### src/sv/assert_macros.svh
// ----------------------------------------------------------------------------
// Assertion macros
// Shared clocked assertion forms with reset disable.
// ----------------------------------------------------------------------------
`ifndef ASSERT_MACROS_SVH
`define ASSERT_MACROS_SVH

// Property holds at every clock edge outside reset
`define ASSERT_ALWAYS(name, clk, rstn, expr, msg) \
	name: assert property (@(posedge clk) disable iff (!rstn) (expr)) \
		else $error(msg);

// Consequent holds in the same cycle as the antecedent
`define ASSERT_IMPLIES(name, clk, rstn, ante, cons, msg) \
	name: assert property (@(posedge clk) disable iff (!rstn) (ante) |-> (cons)) \
		else $error(msg);

`endif

### src/sv/utf8r_pkg.sv
// ----------------------------------------------------------------------------
// utf8r_pkg
// Types and constants shared by the UTF-8 decoder front end, queue and back end.
// ----------------------------------------------------------------------------
package utf8r_pkg;

	// Result queue geometry
	localparam int QDEPTH = 4;
	localparam int QPTR_W = $clog2(QDEPTH);
	localparam int QCNT_W = $clog2(QDEPTH + 1);

	// Decoder phase: which part of a multi-byte sequence is held
	typedef enum logic [1:0] {
		PH_IDLE      = 2'd0,
		PH_LEAD2     = 2'd1,
		PH_LEAD3     = 2'd2,
		PH_LEAD3_SEC = 2'd3
	} phase_t;

	// How a byte is handled when it starts fresh
	typedef enum logic [1:0] {
		FRESH_EMIT  = 2'd0,
		FRESH_HOLD2 = 2'd1,
		FRESH_HOLD3 = 2'd2
	} fresh_kind_t;

	// One queue entry: all output words caused by one input word.
	// Words go out as: raw lead (npre >= 1), raw second (npre == 2), then tail.
	typedef struct packed {
		logic [1:0]  cnt;
		logic [1:0]  npre;
		logic [7:0]  lead;
		logic [7:0]  second;
		logic [15:0] tail_cp;
		logic        tail_end;
	} entry_t;

endpackage

### src/sv/utf8r_front.sv
// ----------------------------------------------------------------------------
// utf8r_front
// Accepts stream bytes, tracks the pending sequence and classifies each byte
// into at most one queue entry listing the words it causes.
// ----------------------------------------------------------------------------
module utf8r_front (
	input  logic              clk,
	input  logic              arst_n,
	input  logic              in_valid,
	input  logic [7:0]        in_byte,
	input  logic              stream_end,
	output logic              in_stall,
	output logic              q_push,
	output utf8r_pkg::entry_t q_data,
	input  logic              q_full
);
	import utf8r_pkg::*;

	phase_t      phase_q, phase_d;
	logic [7:0]  held_lead_q;
	logic [7:0]  held_second_q;
	fresh_kind_t fresh_kind;
	phase_t      fresh_phase;
	logic        is_cont;
	logic        take;
	logic        fresh_go;
	logic        load_lead;
	logic        load_second;
	logic        has_tail;
	logic [1:0]  npre;
	logic [15:0] tail_cp;
	logic        tail_end;

	assign take     = in_valid && !q_full;
	assign in_stall = q_full;
	assign is_cont  = (in_byte[7:6] == 2'b10);

	// Classify a byte seen outside a sequence
	always_comb begin
		case (in_byte[7:4]) inside
			[4'h0:4'h7]: fresh_kind = FRESH_EMIT;
			4'hC, 4'hD:  fresh_kind = FRESH_HOLD2;
			4'hE:        fresh_kind = FRESH_HOLD3;
			default:     fresh_kind = FRESH_EMIT;
		endcase
	end

	always_comb begin
		case (fresh_kind)
			FRESH_HOLD2: fresh_phase = PH_LEAD2;
			FRESH_HOLD3: fresh_phase = PH_LEAD3;
			default:     fresh_phase = PH_IDLE;
		endcase
	end

	// Next phase
	always_comb begin
		phase_d = phase_q;
		if (stream_end) begin
			phase_d = PH_IDLE;
		end else begin
			case (phase_q)
				PH_IDLE:      phase_d = fresh_phase;
				PH_LEAD2:     phase_d = is_cont ? PH_IDLE : fresh_phase;
				PH_LEAD3:     phase_d = is_cont ? PH_LEAD3_SEC : fresh_phase;
				PH_LEAD3_SEC: phase_d = is_cont ? PH_IDLE : fresh_phase;
				default:      phase_d = PH_IDLE;
			endcase
		end
	end

	// Words caused by this byte
	always_comb begin
		npre        = 2'd0;
		has_tail    = 1'b0;
		tail_cp     = '0;
		tail_end    = 1'b0;
		fresh_go    = 1'b0;
		load_second = 1'b0;
		if (stream_end) begin
			// flush held bytes raw, then the end marker
			case (phase_q)
				PH_IDLE:      npre = 2'd0;
				PH_LEAD3_SEC: npre = 2'd2;
				default:      npre = 2'd1;
			endcase
			has_tail = 1'b1;
			tail_end = 1'b1;
		end else begin
			case (phase_q)
				PH_IDLE: begin
					fresh_go = 1'b1;
				end
				PH_LEAD2: begin
					if (is_cont) begin
						has_tail = 1'b1;
						tail_cp  = {5'd0, held_lead_q[4:0], in_byte[5:0]};
					end else begin
						npre     = 2'd1;
						fresh_go = 1'b1;
					end
				end
				PH_LEAD3: begin
					if (is_cont) begin
						load_second = 1'b1;
					end else begin
						npre     = 2'd1;
						fresh_go = 1'b1;
					end
				end
				PH_LEAD3_SEC: begin
					if (is_cont) begin
						has_tail = 1'b1;
						tail_cp  = {held_lead_q[3:0], held_second_q[5:0], in_byte[5:0]};
					end else begin
						npre     = 2'd2;
						fresh_go = 1'b1;
					end
				end
				default: begin
					fresh_go = 1'b0;
				end
			endcase
			// broken or idle: the byte is decoded afresh
			if (fresh_go && fresh_kind == FRESH_EMIT) begin
				has_tail = 1'b1;
				tail_cp  = {8'd0, in_byte};
			end
		end
	end

	assign load_lead = fresh_go && (fresh_kind != FRESH_EMIT);

	// Queue entry
	always_comb begin
		q_data.cnt      = npre + {1'b0, has_tail};
		q_data.npre     = npre;
		q_data.lead     = held_lead_q;
		q_data.second   = held_second_q;
		q_data.tail_cp  = tail_cp;
		q_data.tail_end = tail_end;
	end

	assign q_push = take && (q_data.cnt != 2'd0);

	// Phase register
	always_ff @(posedge clk or negedge arst_n) begin
		if (!arst_n) begin
			phase_q <= PH_IDLE;
		end else if (take) begin
			phase_q <= phase_d;
		end
	end

	// Held bytes
	always_ff @(posedge clk) begin
		if (take && load_lead) begin
			held_lead_q <= in_byte;
		end
		if (take && load_second) begin
			held_second_q <= in_byte;
		end
	end

endmodule

### src/sv/utf8r_fifo.sv
// ----------------------------------------------------------------------------
// utf8r_fifo
// Short register queue of decode entries between front end and back end.
// ----------------------------------------------------------------------------
module utf8r_fifo (
	input  logic              clk,
	input  logic              arst_n,
	input  logic              push,
	input  utf8r_pkg::entry_t push_data,
	input  logic              pop,
	output utf8r_pkg::entry_t pop_data,
	output logic              full,
	output logic              empty
);
	import utf8r_pkg::*;

	entry_t              slot_q [QDEPTH];
	logic [QPTR_W-1:0]   wr_ptr_q;
	logic [QPTR_W-1:0]   rd_ptr_q;
	logic [QCNT_W-1:0]   count_q;

	assign full     = (count_q == QCNT_W'(QDEPTH));
	assign empty    = (count_q == '0);
	assign pop_data = slot_q[rd_ptr_q];

	// Storage
	always_ff @(posedge clk) begin
		if (push) begin
			slot_q[wr_ptr_q] <= push_data;
		end
	end

	// Pointers and fill level
	always_ff @(posedge clk or negedge arst_n) begin
		if (!arst_n) begin
			wr_ptr_q <= '0;
			rd_ptr_q <= '0;
			count_q  <= '0;
		end else begin
			if (push) begin
				wr_ptr_q <= wr_ptr_q + QPTR_W'(1);
			end
			if (pop) begin
				rd_ptr_q <= rd_ptr_q + QPTR_W'(1);
			end
			case ({push, pop})
				2'b10:   count_q <= count_q + QCNT_W'(1);
				2'b01:   count_q <= count_q - QCNT_W'(1);
				default: count_q <= count_q;
			endcase
		end
	end

endmodule

### src/sv/utf8r_back.sv
// ----------------------------------------------------------------------------
// utf8r_back
// Takes queue entries and sends their words out one per cycle while out_stall
// is low, marking the final word of each entry.
// ----------------------------------------------------------------------------
module utf8r_back (
	input  logic              clk,
	input  logic              arst_n,
	input  utf8r_pkg::entry_t q_data,
	input  logic              q_empty,
	output logic              q_pop,
	output logic              out_valid,
	input  logic              out_stall,
	output logic [15:0]       code_point,
	output logic              end_mark,
	output logic              last
);
	import utf8r_pkg::*;

	entry_t     cur_q;
	logic [1:0] idx_q;
	logic       busy_q;
	logic       is_tail;
	logic       out_take;

	assign out_valid = busy_q;
	assign out_take  = busy_q && !out_stall;
	assign is_tail   = (idx_q >= cur_q.npre);
	assign last      = (idx_q == cur_q.cnt - 2'd1);

	// Word selection: raw lead, raw second, then tail
	always_comb begin
		if (is_tail) begin
			code_point = cur_q.tail_cp;
		end else if (idx_q == 2'd0) begin
			code_point = {8'd0, cur_q.lead};
		end else begin
			code_point = {8'd0, cur_q.second};
		end
		end_mark = is_tail && cur_q.tail_end;
	end

	// Load next entry when idle or as the final word leaves
	assign q_pop = !q_empty && (!busy_q || (out_take && last));

	always_ff @(posedge clk or negedge arst_n) begin
		if (!arst_n) begin
			busy_q <= 1'b0;
			idx_q  <= 2'd0;
		end else if (q_pop) begin
			busy_q <= 1'b1;
			idx_q  <= 2'd0;
		end else if (out_take) begin
			if (last) begin
				busy_q <= 1'b0;
			end else begin
				idx_q <= idx_q + 2'd1;
			end
		end
	end

	always_ff @(posedge clk) begin
		if (q_pop) begin
			cur_q <= q_data;
		end
	end

endmodule

### src/sv/utf8_decoder_with_recovery.sv
// ----------------------------------------------------------------------------
// utf8_decoder_with_recovery: UTF-8 byte stream to 16-bit code points
// Path: a byte's first word passes the queue write, then the back-end load.
// Throughput: one byte per cycle while in_stall is low; a byte causes zero to
// three words, sent one at a time, and the queue soaks up the bursts.
// Reset: arst_n asynchronously clears phase, queue pointers and output valid.
// ----------------------------------------------------------------------------
`include "assert_macros.svh"

module utf8_decoder_with_recovery (
	input  logic        clk,
	input  logic        arst_n,
	input  logic        in_valid,
	output logic        in_stall,
	input  logic [7:0]  in_byte,
	input  logic        stream_end,
	output logic        out_valid,
	input  logic        out_stall,
	output logic [15:0] code_point,
	output logic        end_mark,
	output logic        last
);
	import utf8r_pkg::*;

	logic   q_push;
	logic   q_pop;
	logic   q_full;
	logic   q_empty;
	entry_t q_wdata;
	entry_t q_rdata;

	// Front end: sequence tracking and classification
	utf8r_front u_front (
		.clk        (clk),
		.arst_n     (arst_n),
		.in_valid   (in_valid),
		.in_byte    (in_byte),
		.stream_end (stream_end),
		.in_stall   (in_stall),
		.q_push     (q_push),
		.q_data     (q_wdata),
		.q_full     (q_full)
	);

	// Decoupling queue
	utf8r_fifo u_fifo (
		.clk       (clk),
		.arst_n    (arst_n),
		.push      (q_push),
		.push_data (q_wdata),
		.pop       (q_pop),
		.pop_data  (q_rdata),
		.full      (q_full),
		.empty     (q_empty)
	);

	// Back end: word serializer
	utf8r_back u_back (
		.clk        (clk),
		.arst_n     (arst_n),
		.q_data     (q_rdata),
		.q_empty    (q_empty),
		.q_pop      (q_pop),
		.out_valid  (out_valid),
		.out_stall  (out_stall),
		.code_point (code_point),
		.end_mark   (end_mark),
		.last       (last)
	);

	// Checks
	`ASSERT_ALWAYS(a_no_push_full, clk, arst_n, !(q_push && q_full), "push into full queue")
	`ASSERT_ALWAYS(a_no_pop_empty, clk, arst_n, !(q_pop && q_empty), "pop from empty queue")
	`ASSERT_IMPLIES(a_end_word, clk, arst_n, out_valid && end_mark, (code_point == 16'd0) && last, "end marker must be zero and final")
	`ASSERT_IMPLIES(a_entry_cnt, clk, arst_n, q_push, q_wdata.cnt >= q_wdata.npre, "entry count below raw prefix")

endmodule
### config.mk
export PLATFORM = sky130hd
export DESIGN_NAME = utf8_decoder_with_recovery
export DESIGN_NICKNAME = d
export VERILOG_FILES = /design/src/sv/utf8r_pkg.sv /design/src/sv/utf8r_front.sv /design/src/sv/utf8r_fifo.sv /design/src/sv/utf8r_back.sv /design/src/sv/utf8_decoder_with_recovery.sv
export VERILOG_INCLUDE_DIRS = /design/src /design/src/sv
export SDC_FILE = /design/constraint.sdc
export NUM_CORES = 1
export LEC_CHECK = 0
export ABC_AREA = 1
export BUFFER_PORTS_ARGS = -buffer_cell sky130_fd_sc_hd__clkbuf_2
export CAP_MARGIN = 20
export CORE_MARGIN = 2
export CORE_UTILIZATION = 42
export CTS_BUF_LIST = sky130_fd_sc_hd__clkbuf_2 sky130_fd_sc_hd__clkbuf_4 sky130_fd_sc_hd__clkbuf_8
export CTS_CLUSTER_DIAMETER = 40
export DETAILED_ROUTE_END_ITERATION = 8
export PLACE_DENSITY = 0.57
export SLEW_MARGIN = 0
export SYNTH_ARGS = -nofsm -noshare
export SYNTH_HDL_FRONTEND = slang
export SYNTH_SLANG_ARGS = --single-unit
### constraint.sdc
create_clock -name clk -period 4.5 [get_ports clk]
set_clock_uncertainty 0.2 [all_clocks]
set_input_delay 0.225 -clock clk [delete_from_list [all_inputs] [get_ports clk]]
set_output_delay 0.225 -clock clk [all_outputs]
set_load 0.02 [all_outputs]
==> summary.md, run 1 <==
| Metric | Value |
|---|---|
| Synth area leader | edfxtp_1 |
| Avg Vias per Cell | 5.12 |
| Worst Hold Class | in2reg |
| Root Buffer | clkbuf_8 |
| Cells on Worst Hold Path | 2 |
| Arr. time, crit path | 3.42 ns |
| DR iter-0 viols | around 480 |
| Htree depth | 2 |
| Clk pwr share | 0.246 |
| Required @ worst endpoint | ~4.7 ns |
| Horiz. Die Dim | between 100 and 150 um |
| Max stage delay on crit path | 0.39 ns |
| Reg clk slew, reported paths | 0.06 ns |
| Leakage | 3.66 nW |
| Largest net degree at the start of global routing | 76 |
| Crit path kind | reg2reg |
| Placement-stage worst setup slack | 1.28 ns |
| Setup_tns | 0 ns |
| Fillers | about 1.7k |
| Commonest non-fill, non-tap cells in the layout | 201 x edfxtp_1, 98 x o21ai_0, 95 x nor2_1 |
| Clock Latency Late Sink | 0.52 ns |
| Commonest non-fill, non-tap cell in the layout | edfxtp_1 |
| DP HPWL | 11400 um |
| DRC | 0 |
| Peak supply drop | 0.239 mV |
| Worst setup SP type | flip-flop |
| Port Buffer Count | 32 |
| Final Hold Vio Count | 0 |
| Seq pwr share | 0.431 |
| Reg2Reg Depth | 16 |
| CTS tree | yes |
| CTS Buffer Depth | 3 |
| Worst setup margin | 1.26 ns |
| Row cnt | between 50 and 60 |
| Nets@finish | 753 |
| Fin. max-slew vios | 0 |
| Setup-failing EPs final | 0 |
| Global-route wire length before repair | between 20000 and 30000 um |
| Clock Sink Count | between 200 and 250 |
| CTS Buf Count | 36 |
| CP Capture Type | flip-flop |
| Initial antenna violation count | 0 |
| Total Routing Usage GR | 0.177 |
| Number of global-route vias before repair | between 5k and 6k |
| Synth Flop Type | edfxtp_1 |
| Sequential cell area | 0.00634 sq mm |
| DRT Pass-1 Iters | 5 |
| Cell Pwr Density | 687 mW/mm^2 |
| Library cells used by synthesis | 29 |
| Max_slew headroom | 0.299 |
| Worst-margin pin slew | 1.05 ns |
| Crit-path cells | inv_1 -> ha_1 -> nor2_4 -> nor2_4 -> nor2_4 -> o21ai_0 -> ha_1 -> inv_1 -> nand3_1 -> nand3_2 -> nand2_4 -> ha_1 -> fa_1 -> a21oi_1 -> o21ai_0 -> xor2_1 |
| Leading post-synthesis cells by cell area | edfxtp_1 71%, o21ai_0 5.7%, nor2_1 4.4% |
| Area share of the largest cell type after synthesis | 0.707 |
| Max Clk Rate | 0.309 GHz |
| Post-synthesis sequential area ratio | 0.742 |
| Status | finished, final reports clean |
| Antenna viol nets, final | 0 |
| Mapped cell area | ~0.0085 sq mm |
| Core box area | 0.0201 sq mm |
| Placer Congestion | approximately 0.84 |
| Switching power | 2.45 mW |
| FF+latch count, synth | 213 |
| Number of max-cap violations | 0 |
| Io pins | 33 |
| Die ar. | approximately 0.021 sq mm |
| Int Pwr | 4.33 mW |
| Remaining Overflow, GRT | 0 |
| Net Sw Frac | 0.361 |
| Final period utilization | 0.719 |
| Drt total wl | 18700 um |
| Wirelength per Cell | ~18 um |
| Syn Nets | 688 |
| RSZ-0062 raised after global routing | no |
| Multi-input logic area | 0.00187 sq mm |
| Antenna cells | 0 |
| Mapped Cells | roughly 660 |
| WP depth | 16 |
| Die Ht | 147 um |
| Post-synth EDFFs | 201 |
| Minimum clock period | 3.24 ns |
| Via count | roughly 5.2k |
| CP bufs+invs | 2 |
| Starting Density | 0.425 |
| Crit-path max FO | 7 |
| Power Total | 6.78 mW |
| Share of layout cells above drive strength 1 | 0.167 |
| Critical Path Slowest Stage Cell | fa_1 |
| YS warnings | 0 |
| Post-synth ARST share | 0.0563 |
| Register-to-Register Setup Slack | 1.26 ns |
| Combinational share of power | 0.323 |
| Mean Syn Cell Area | around 13 sq um |
| Top Family by Delay on Critical Path | adder cells |
| Syn-to-layout area delta | 15.8% |
-- layout make-up --
cell class / count / share of cell area
flip-flops and latches: 213 / 0.641
repair buffers: 55 / 0.0420
well taps: 270 / 0.0342
multi-input cells: 359 / 0.189
clock buffers: 51 / 0.0622
clock inverters: 10 / 0.00811
inverters: 61 / 0.0232
-- synth_stat cells, types with 2 or more instances --
cell type,count
o21ai_0,98
nor3_1,2
ha_1,13
xor2_1,2
o22ai_1,38
dfrtp_1,12
nand3_2,2
buf_4,2
nand3_1,18
clkbuf_1,13
nand2_1,65
nor2_1,99
a21oi_1,7
buf_2,11
nor2_4,3
edfxtp_1,201
inv_2,6
inv_1,55
nand2_2,4
-- per-stage QoR --
| step | utilization | hold WS, ns | cell area, sq um | instances |
|---|---|---|---|---|
| finish | 0.491 | 0.304 | 9880 | 1019 |
| global route | 0.491 | 0.306 | 9880 | 1019 |
| CTS | 0.491 | 0.275 | 9880 | 1019 |
| detailed placement | 0.450 | -0.0522 | 9050 | 945 |
| global placement | 0.450 | -0.0684 | 9050 | 945 |
| floorplan | - | -0.271 | 8530 | 661 |
-- state kept, by name, indices dropped and copies added (netlist names) --
| signal | cells |
|---|---|
| u_back.out_valid | 1 |
| u_fifo.count_q | 3 |
| u_back.cur_q | 37 |
| u_fifo.wr_ptr_q | 2 |
| u_front.held_lead_q | 8 |
| u_front.phase_q | 2 |
| u_fifo.rd_ptr_q | 2 |
| u_front.held_second_q | 8 |
| u_back.idx_q | 2 |
| u_fifo.slot_q | 148 |
-- power by group through the flow --
stage          logic [mW]  clock network (mW)  registers [mW]
5_1_grt              2.44                1.79            2.96
3_5_place_dp         2.22                   0            2.96
3_3_place_gp         2.17                   0            2.95
6_report             2.19                1.67            2.92
4_1_cts              2.24                1.70            2.93
2_1_floorplan        1.44                   0            2.94
-- layer usage --
layer  vias to the layer above  routed length [um]  GRT usage  part of all wire
met4                         0                 484     0.0646             0.026
met1                      2558                8160      0.238              0.44
met3                        38                 978     0.0331             0.052
met5                         -                   0          0                 0
li1                       2473                   -          -                 -
met2                       149                9080      0.290              0.49
-- cells by family after synthesis --
logic type | after synthesis | share of synthesized area
buffers and inverters | 89 | 0.0425
AO/OA/AOI/OAI | 147 | 0.0941
XOR/XNOR | 3 | 0.00308
flip-flops | 213 | 0.742
AND/OR/NAND/NOR | 195 | 0.0965
adder cells (fa/ha/maj) | 14 | 0.0214
-- final timing paths --
check                                            startpoint                                  to
min in group asynchronous                            arst_n      u_fifo.wr_ptr_q[0]$_DFFE_PN0P_
min                                              in_byte[5]  u_front.held_second_q[5]$_DFFE_PP_
max reg2reg                  u_front.phase_q[0]$_DFFE_PN0P_       u_fifo.count_q[2]$_DFFE_PN0P_
min reg2reg                u_front.held_lead_q[5]$_DFFE_PP_      u_fifo.slot_q[1][30]$_DFFE_PP_
max in group asynchronous                            arst_n      u_fifo.rd_ptr_q[0]$_DFFE_PN0P_
max                          u_front.phase_q[0]$_DFFE_PN0P_       u_fifo.count_q[2]$_DFFE_PN0P_
-- what timing repair did --
item,in CTS,in global routing
hold endpoints to repair,63,0
hold buffers,13,0
resized for setup,0,0
setup buffers,0,0
Power figures use the tool's default switching activity.
==> run 2: changes to the inputs <==
==> constraint.sdc (replaced) <==
create_clock -name clk -period 3.4 [get_ports clk]
set_clock_uncertainty 0.2 [all_clocks]
set_input_delay 0.17 -clock clk [delete_from_list [all_inputs] [get_ports clk]]
set_output_delay 0.17 -clock clk [all_outputs]
set_load 0.02 [all_outputs]
==> run 2 against run 1 <==
Sequential cell count stayed put. Register-to-register slack worse by 1.0 ns. Via count is 0.31% higher. First-iteration DRC count is 34% lower. Core utilization is 0.068 points higher. Sequential power is 35% higher. Hold slack worse by 0.059 ns. Routed wire length is 0.22% lower. Clock power is 26% higher. Power is 31% higher. Worst setup slack worse by 1.0 ns. Critical endpoint unchanged. Largest cell class unchanged. Highest routed layer unchanged.
==> summary.md, run 2 (synthesized netlist as in run 1, its figures left out) <==
| Metric | Value |
|---|---|
| Starting Density | 0.425 (unchanged) |
| Fin. max-slew vios | 0 (unchanged) |
| Drt total wl | 18700 um (about the same) |
| Minimum clock period | 3.18 ns (was 3.24 ns) |
| CTS Buf Count | 36 (unchanged) |
| Max reg flops | 148 (unchanged) |
| CTS Buffer Depth | 3 (unchanged) |
| Number of max-cap violations | 0 (unchanged) |
| Antenna viol nets, final | 0 (unchanged) |
| Required @ worst endpoint | 3.58 ns (was 4.68 ns) |
| Final period utilization | 0.936 (was 0.719) |
| Int Pwr | 5.67 mW (was 4.33 mW) |
| Leakage | 3.70 nW (was 3.66 nW) |
| Avg Vias per Cell | 5.09 (was 5.12) |
| Crit path kind | reg2reg (unchanged) |
| Antenna cells | 0 (unchanged) |
| Final Hold Vio Count | 0 (unchanged) |
| DR iter-0 viols | 316 (was 477) |
| Number of global-route vias before repair | 5265 (was 5311) |
| Largest net degree at the start of global routing | 39 (was 76) |
| Total Routing Usage GR | 0.176 (was 0.177) |
| Row cnt | 52 (unchanged) |
| Switching power | 3.21 mW (was 2.45 mW) |
| Clock Latency Late Sink | 0.51 ns (was 0.52 ns) |
| Htree depth | 2 (unchanged) |
| Horiz. Die Dim | 147 um (unchanged) |
| Cell Pwr Density | 898 mW/mm^2 (was 687 mW/mm^2) |
| DRC | 0 (unchanged) |
| Status | finished, final reports clean (unchanged) |
| Commonest non-fill, non-tap cell in the layout | edfxtp_1 (unchanged) |
| Fillers | 1757 (was 1732) |
| Placed Area | 0.00907 sq mm (was 0.00905 sq mm) |
| Worst Hold Class | in2reg (unchanged) |
| Commonest non-fill, non-tap cells in the layout | 201 x edfxtp_1, 98 x o21ai_0, 95 x nor2_1 (unchanged) |
| Wirelength per Cell | 18.1 um (was 18.3 um) |
| Worst setup SP type | flip-flop (unchanged) |
| Top reg by flops | u_fifo.slot_q (unchanged) |
| Core box area | 0.0201 sq mm (unchanged) |
| Remaining Overflow, GRT | 0 (unchanged) |
| Max Clk Rate | 0.314 GHz (was 0.309 GHz) |
| CTS tree | yes (unchanged) |
| Clk pwr share | 0.236 (was 0.246) |
| DP HPWL | 11000 um (was 11400 um) |
| Die Ht | 147 um (unchanged) |
| Worst-margin pin slew | 0.925 ns (was 1.05 ns) |
| Via count | 5234 (was 5218) |
| Root Buffer | clkbuf_8 (unchanged) |
| Worst setup startpoint | u_front.phase_q[1]$_DFFE_PN0P_ (was u_front.phase_q[0]$_DFFE_PN0P_) |
| Io pins | 33 (unchanged) |
| Top flop regs | u_fifo.slot_q x148, u_back.cur_q x37 (unchanged) |
| Worst hold slack | 0.245 ns (was 0.304 ns) |
| Syn-to-layout area delta | 15.9% (was 15.8%) |
| Die ar. | 0.0215 sq mm (unchanged) |
| Global-route wire length before repair | 28900 um (was 29200 um) |
| Arr. time, crit path | 3.37 ns (was 3.42 ns) |
| Multi-input logic area | 0.00187 sq mm (about the same) |
| Share of layout cells above drive strength 1 | 0.177 (was 0.167) |
| Worst reg2reg path startpoint | u_front.phase_q[1]$_DFFE_PN0P_ (was u_front.phase_q[0]$_DFFE_PN0P_) |
| Peak supply drop | 0.415 mV (was 0.239 mV) |
| Final Cell Area | 0.00989 sq mm (was 0.00988 sq mm) |
| Sequential cell area | 0.00634 sq mm (unchanged) |
| Hold wc startpoint | in_byte[1] (was in_byte[5]) |
| Crit-path max FO | 7 (unchanged) |
| Placer Congestion | 0.860 (was 0.839) |
| Port Buffer Count | 32 (unchanged) |
| Reg clk slew, reported paths | 0.06 ns (about the same) |
| CP Capture Type | flip-flop (unchanged) |
| Net Sw Frac | 0.362 (was 0.361) |
| DRT Pass-1 Iters | 5 (unchanged) |
| Clock Sink Count | 213 (unchanged) |
| Combinational share of power | 0.321 (was 0.323) |
| Seq pwr share | 0.442 (was 0.431) |
| Max_slew headroom | 0.383 (was 0.299) |
| Initial antenna violation count | 0 (unchanged) |
| Nets@finish | 763 (was 753) |
| Setup-failing EPs final | 0 (unchanged) |
run 2: cell count changes in the layout (fill, tap and decap cells not counted), sizes merged:
cell | before | now
buf | 10 | 20
clkinv | 7 | 9
clkinvlp | 2 | 0
bufinv | 1 | 0
inv | 61 | 62
run 2: final timing paths:
kind | end | slack, ns | depth (start not counted)
setup / recovery | u_fifo.count_q[2]$_DFFE_PN0P_ | 0.22 | 16
hold / removal | u_front.held_second_q[1]$_DFFE_PP_ | 0.24 | 2
setup reg to reg | u_fifo.count_q[2]$_DFFE_PN0P_ | 0.22 | 16
hold reg to reg | u_fifo.slot_q[2][30]$_DFFE_PP_ | 0.31 | 0
max in group asynchronous | u_fifo.rd_ptr_q[0]$_DFFE_PN0P_ | 1.96 | 3
min in group asynchronous | u_fifo.count_q[2]$_DFFE_PN0P_ | 0.59 | 3
run 2: power by group through the flow:
stage               logic [mW]  registers (mW)  clock network [mW]
floorplan                 1.91            3.89                   0
global placement          2.81            3.96                   0
detailed placement        2.89            3.99                   0
CTS                       2.90            3.94                2.16
global route              3.20            3.99                2.28
finish                    2.85            3.93                2.10
run 2: through the flow:
stage / std cells / power, mW / setup slack (ns) / util / setup TNS [ns]
6_report: 1029 / 8.89 / 0.217 / 0.492 / 0
5_1_grt: 1029 / 9.48 / -0.00210 / 0.492 / -0.00210
4_1_cts: 1026 / 9.00 / 0.108 / 0.491 / 0
3_5_place_dp: 952 / 6.88 / 0.134 / 0.451 / 0
3_3_place_gp: 952 / 6.77 / 0.238 / 0.451 / 0
2_1_floorplan: 661 / 5.80 / -0.434 / - / -64.29
run 2: what timing repair did:
item,4_1_cts,5_1_grt
hold buffers,13,0
gates resized for setup,0,1
endpoints found under the hold margin,63,0
endpoints found under the setup margin,0,2
setup buffers,0,3
run 2: area by class of cell:
| class | count | share of cell area |
|---|---|---|
| Clock buffer | 51 | 0.0627 |
| Clock inverter | 10 | 0.00481 |
| Inverter | 61 | 0.0231 |
| Multi-Input combinational cell | 359 | 0.189 |
| Sequential cell | 213 | 0.641 |
| Tap cell | 270 | 0.0341 |
| Timing Repair Buffer | 65 | 0.0458 |
run 2: routing by layer:
metal  up-vias  GRT usage  wire length, um
li1       2494          -                -
met1      2558      0.232             8120
met2       155      0.296             9170
met3        27     0.0350             1050
met4         0     0.0602              323
met5         -          0                0
run 2: critical path, cell delays in order, from the launching register on:
cell     delay, ns
dfrtp_1       0.37
inv_1         0.09
ha_1          0.23
nor2_4        0.16
nor2_4        0.08
nor2_4        0.11
o21ai_0       0.14
ha_1          0.23
inv_1         0.06
nand3_1       0.11
nand3_2       0.14
nand2_4       0.12
ha_2          0.23
fa_1          0.38
a21oi_1       0.12
o21ai_0       0.11
xor2_1        0.16
